===== src/sv/sdd_pkg.sv =====
// Shared types and constants for the soft surface dent displacer.
// Used by sdd_ctrl, sdd_datapath and the top level; no dependencies.
package sdd_pkg;

    // Item kinds carried on s_tuser
    localparam logic [1:0] OP_LOAD   = 2'd0;
    localparam logic [1:0] OP_VERTEX = 2'd1;
    localparam logic [1:0] OP_CLEAR  = 2'd2;
    localparam logic [1:0] OP_UNUSED = 2'd3;  // accepted and dropped

    // Configuration register indexes
    localparam logic [2:0] CFG_PT_X   = 3'd0;
    localparam logic [2:0] CFG_PT_Y   = 3'd1;
    localparam logic [2:0] CFG_PT_Z   = 3'd2;
    localparam logic [2:0] CFG_N_X    = 3'd3;
    localparam logic [2:0] CFG_N_Y    = 3'd4;
    localparam logic [2:0] CFG_N_Z    = 3'd5;
    localparam logic [2:0] CFG_BUDGET = 3'd6;
    localparam logic [2:0] CFG_RADIUS = 3'd7;

    localparam logic [30:0] DEFAULT_RADIUS = 31'd14418;  // 0.22 m
    localparam logic [30:0] RADIUS_MIN    = 31'd6;      // at or below: use default
    localparam logic [17:0] NORMAL_Y_RST  = 18'd65536;
    localparam logic [16:0] MASS_ONE      = 17'd65536;
    localparam logic [23:0] TALLY_MAX     = 24'hFFFFFF;
    localparam logic [3:0]  DIV_LAST      = 4'd15;

    typedef struct packed {
        logic signed [31:0] pt_x;
        logic signed [31:0] pt_y;
        logic signed [31:0] pt_z;
        logic signed [17:0] n_x;
        logic signed [17:0] n_y;
        logic signed [17:0] n_z;
        logic [30:0]        budget;
        logic [30:0]        radius;
    } sdd_cfg_t;

    typedef enum logic [4:0] {
        ST_IDLE, ST_RD, ST_H1, ST_H2, ST_H3, ST_D1, ST_D2, ST_D3,
        ST_T1, ST_T2, ST_T3, ST_T4, ST_T5, ST_DIV, ST_W1, ST_W2,
        ST_OFF, ST_OUT
    } sdd_state_t;

    typedef struct packed {
        sdd_state_t step;       // datapath step for this cycle
        logic       accept;     // input beat taken
        logic       next_bone;  // advance bone index
        logic       out_load;   // load output register
    } sdd_cmd_t;

    typedef struct packed {
        logic no_bones;
        logic last_bone;
        logic h_skip;
        logic far;
        logic d_skip;
        logic div_last;
        logic out_free;
    } sdd_status_t;

endpackage


===== src/sv/sdd_ctrl.sv =====
// Sequencer for the soft surface dent displacer: walks each vertex over
// the bone set. Depends on sdd_pkg.
module sdd_ctrl
(
    input  logic                 clk,
    input  logic                 rst_n,
    input  logic                 s_tvalid,
    output logic                 s_tready,
    input  logic [1:0]           opcode,
    input  sdd_pkg::sdd_status_t status,
    output sdd_pkg::sdd_cmd_t    cmd
);

    sdd_pkg::sdd_state_t state_reg;
    sdd_pkg::sdd_state_t state_next;
    sdd_pkg::sdd_state_t bone_end;

    always_ff @(posedge clk or negedge rst_n)
    begin
        if (!rst_n)
        begin
            state_reg <= sdd_pkg::ST_IDLE;
        end
        else
        begin
            state_reg <= state_next;
        end
    end

    always_comb
    begin
        state_next    = state_reg;
        cmd.step      = state_reg;
        cmd.accept    = 1'b0;
        cmd.next_bone = 1'b0;
        cmd.out_load  = 1'b0;
        s_tready      = (state_reg == sdd_pkg::ST_IDLE);
        bone_end      = status.last_bone ? sdd_pkg::ST_OFF : sdd_pkg::ST_RD;
        unique case (state_reg)
            sdd_pkg::ST_IDLE:
            begin
                if (s_tvalid)
                begin
                    cmd.accept = 1'b1;
                    if (opcode == sdd_pkg::OP_VERTEX)
                    begin
                        state_next = status.no_bones ? sdd_pkg::ST_OFF : sdd_pkg::ST_RD;
                    end
                end
            end
            sdd_pkg::ST_RD: state_next = sdd_pkg::ST_H1;
            sdd_pkg::ST_H1: state_next = sdd_pkg::ST_H2;
            sdd_pkg::ST_H2: state_next = sdd_pkg::ST_H3;
            sdd_pkg::ST_H3:
            begin
                if (status.h_skip)
                begin
                    cmd.next_bone = 1'b1;
                    state_next    = bone_end;
                end
                else
                begin
                    state_next = sdd_pkg::ST_D1;
                end
            end
            sdd_pkg::ST_D1: state_next = sdd_pkg::ST_D2;
            sdd_pkg::ST_D2: state_next = sdd_pkg::ST_D3;
            sdd_pkg::ST_D3: state_next = sdd_pkg::ST_T1;
            sdd_pkg::ST_T1: state_next = sdd_pkg::ST_T2;
            sdd_pkg::ST_T2: state_next = sdd_pkg::ST_T3;
            sdd_pkg::ST_T3:
            begin
                if (status.far)
                begin
                    cmd.next_bone = 1'b1;
                    state_next    = bone_end;
                end
                else
                begin
                    state_next = sdd_pkg::ST_T4;
                end
            end
            sdd_pkg::ST_T4: state_next = sdd_pkg::ST_T5;
            sdd_pkg::ST_T5:
            begin
                if (status.d_skip)
                begin
                    cmd.next_bone = 1'b1;
                    state_next    = bone_end;
                end
                else
                begin
                    state_next = sdd_pkg::ST_DIV;
                end
            end
            sdd_pkg::ST_DIV:
            begin
                if (status.div_last)
                begin
                    state_next = sdd_pkg::ST_W1;
                end
            end
            sdd_pkg::ST_W1: state_next = sdd_pkg::ST_W2;
            sdd_pkg::ST_W2:
            begin
                cmd.next_bone = 1'b1;
                state_next    = bone_end;
            end
            sdd_pkg::ST_OFF: state_next = sdd_pkg::ST_OUT;
            sdd_pkg::ST_OUT:
            begin
                if (status.out_free)
                begin
                    cmd.out_load = 1'b1;
                    state_next   = sdd_pkg::ST_IDLE;
                end
            end
            default: state_next = sdd_pkg::ST_IDLE;
        endcase
    end

    a_div_holds: assert property (@(posedge clk) disable iff (!rst_n)
        (state_reg == sdd_pkg::ST_DIV) && !status.div_last |=> state_reg == sdd_pkg::ST_DIV)
        else $error("divider left early");

    a_vertex_busy: assert property (@(posedge clk) disable iff (!rst_n)
        cmd.accept && (opcode == sdd_pkg::OP_VERTEX) |=> state_reg != sdd_pkg::ST_IDLE)
        else $error("vertex beat dropped");

endmodule


===== config.mk =====
export PLATFORM = sky130hd
export DESIGN_NAME = sdd_ctrl
export DESIGN_NICKNAME = d
export VERILOG_FILES = /design/src/sv/sdd_pkg.sv /design/src/sv/sdd_ctrl.sv
export SDC_FILE = /design/constraint.sdc
export NUM_CORES = 1
export LEC_CHECK = 0
export BUFFER_PORTS_ARGS = -buffer_cell sky130_fd_sc_hd__buf_2
export CORE_AREA = 2 2 42 44
export DETAILED_ROUTE_END_ITERATION = 10
export DIE_AREA = 0 0 44 46
export GPL_TIMING_DRIVEN = 0
export PLACE_DENSITY_LB_ADDON = 0.15
export RECOVER_POWER = 100
export SYNTH_ARGS = -nofsm -noshare
export SYNTH_HDL_FRONTEND = slang
export SYNTH_SLANG_ARGS = --single-unit

===== constraint.sdc =====
create_clock -name clk -period 1.9 [get_ports clk]
set_input_delay 0.38 -clock clk [delete_from_list [all_inputs] [get_ports clk]]
set_output_delay 0.38 -clock clk [all_outputs]
set_load 0.1 [all_outputs]

==> results.json <==
{
  "synthFlopType": "dfrtp_1",
  "grt_pass1_vias": 525,
  "finalHoldViolCount": 0,
  "criticalPathCategory": "flop to output pin",
  "max_slew_margin_pct": 64.29,
  "cts_tree": "yes",
  "clock-sinks": 5,
  "synthSimpleGateAreaFrac_pct": 34.80,
  "crit_required_ns": 1.52,
  "skew_ns": 0.0006529,
  "wirelength_mm": 1.530,
  "largest_reg_flops": 5,
  "drt-pass1-iter-count": 4,
  "holdCritPathClass": "primary input to flop",
  "syn_area_um2": 510.5,
  "drv_slew": 0,
  "io_pins": 21,
  "initial_core_util_pct": 31.63,
  "async_reset_ff_share_pct": 100.0,
  "layout-drive-gt1-share_pct": 46.88,
  "post-place-ws_ns": -0.2026,
  "gp_congestion": 0.8200,
  "dpl.hpwl_mm": 1.150,
  "synth_top_family_by_area": "simple AND/OR/NAND/NOR gates",
  "clkLatencyLatePin_ns": 0.24,
  "die_width_um": 44,
  "synthMuxAreaShare_pct": 1.961,
  "n_antenna_cell": 0,
  "grt_first_pass_wirelength_mm": 2.497,
  "end_kind": "output pin",
  "cts_buffers": 3,
  "syn_avg_cell_area_um2": 7.398,
  "slowest_stage": "or4_4",
  "cts_root_buf": "clkbuf_4",
  "crit_chain": "or4_4, nor2_4, and2_4, buf_12",
  "status": "complete, but fails checks",
  "die_area_um2": 2024,
  "start_kind": "flop",
  "synth_edf_count": 0,
  "htree_levels": 1,
  "drv_cap": 0,
  "grt_max_degree": 11,
  "drt-initial-drc-count": 11,
  "layout_commonest_cell": "buf_2",
  "path_delay_family": "simple AND/OR/NAND/NOR gates",
  "fin_nets": 109,
  "die_h_um": 46,
  "max_freq_mhz": 478.5,
  "num_rows": 15,
  "antenna_found_initial": 0,
  "synth-compound-area-share_pct": 31.62,
  "drc_errors": 0,
  "ys_warn_count": 0,
  "worst_slew_pin_slew_ns": 0.5379,
  "syn_nets": 81,
  "fp.coreArea_um2": 1614,
  "syn_inst": 69,
  "yosysSeqAreaShare_pct": 24.51,
  "final_cell_mix": "buf_2 (11), nor2_1 (7), nand2_1 (6)",
  "critPathBufInv": 1,
  "synth-adder-area-share_pct": 0,
  "setup_ws_ns": -0.1897,
  "path_clk_slew_ns": 0.04,
  "rsz0062_at_grt": "yes",
  "grt_use_total_pct": 16.98,
  "synth_xor_area_share_pct": 0,
  "antenna_left": 0,
  "vias": 628,
  "clockBufferDepth": 2,
  "overflow": 0,
  "io_buffers": 20,
  "ys_types": 35,
  "ys_ff_latch": 5,
  "setup_viol": 4,
  "worstPathMaxFanout": 4,
  "via_per_inst": 5.558,
  "area_delta_synth_final_pct": 60.05,
  "fin_crit_ns": 2.090,
  "min_period_over_period_pct": 110.0,
  "post_drt_wl_per_cell_um": 13.54,
  "max_stage_delay_ns": 0.57,
  "violations": "setup timing",
  "arrival_ns": 1.71
}
==> logic make-up after synthesis <==
kind of cell,count (synthesis)
and+or+nand+nor,32
AOI/OAI and AO/OA,23
buffers and inverters,8
muxes,1
DFF,5
==> area by class of cell <==
class / instances / area [um^2]
fill: 165 / 797.0
multi-input combinational: 56 / 391.6
timing repair buffer: 23 / 183.9
sequential: 5 / 143.9
buffer: 5 / 38.79
clock buffer: 4 / 26.28
tap: 17 / 21.27
inverter: 3 / 11.26
==> what timing repair did <==
action | 4_1_cts | 5_1_grt
hold buffers | 1 | 0
gates resized for setup | 19 | 0
endpoints found under the setup margin | 4 | 6
pin swaps | 2 | 0
buffers inserted | 2 | 0
endpoints found under the hold margin | 5 | 0
==> worst register-to-register path: stages, from the launching register on <==
cell and delay (ns):
dfrtp_4 0.48, or4_4 0.57, buf_4 0.16, a311o_1 0.32, a21oi_1 0.13, a211oi_1 0.07
==> synthesized netlist by cell type (2+ instances only) <==
master    count  area share (%)
a211oi_1      3             4.4
a21oi_1       4             3.9
buf_2         2             2.0
clkbuf_1      2             1.5
dfrtp_1       5              25
inv_2         2             1.5
nand2_1       6             4.4
nand2b_1      2             2.5
nand3_1       2             2.0
nor2_1        8             5.9
nor2b_1       3             3.7
nor3_1        2             2.0
nor4b_1       2             3.4
o21ai_0       4             3.9
o21ai_1       2             2.0
==> routing by layer <==
layer	vias to the layer above	part of all wire (%)	track usage, %	routed length, um
met1	297	47	24.47	718
li1	312	-	-	-
met5	-	0	0	0
met3	0	4.5	5.159	69
met2	19	48	25.59	742
met4	0	0	1.818	0
==> per-stage QoR <==
stage          util (%)  cell area (um^2)  setup TNS, ns  hold WS (ns)  instances
2_1_floorplan         -             576.8         -1.343       0.08443         69
3_3_place_gp      43.26             698.2        -0.5404        0.1953        106
3_5_place_dp      43.26             698.2        -0.5403        0.2047        106
4_1_cts           50.70             818.3        -0.5572        0.4671        113
5_1_grt           50.62             817.0        -0.8498        0.4770        113
6_report          50.62             817.0        -0.5590        0.4622        113
==> path summary, 6_finish.rpt <==
path	from	endpoint	slack (ns)	depth (start not counted)
max	state_reg[1]	cmd[2]	-0.19	4
min	status[5]	state_reg[4]	0.46	3
max reg2reg	state_reg[1]	state_reg[4]	0.05	5
min reg2reg	state_reg[0]	state_reg[0]	0.74	2
max in group asynchronous	rst_n	state_reg[4]	1.13	2
min in group asynchronous	rst_n	state_reg[2]	0.53	2
Power is left out: the tool's default activity adds up to more than one toggle a clock period on the data nets, which glitch-free logic cannot reach.
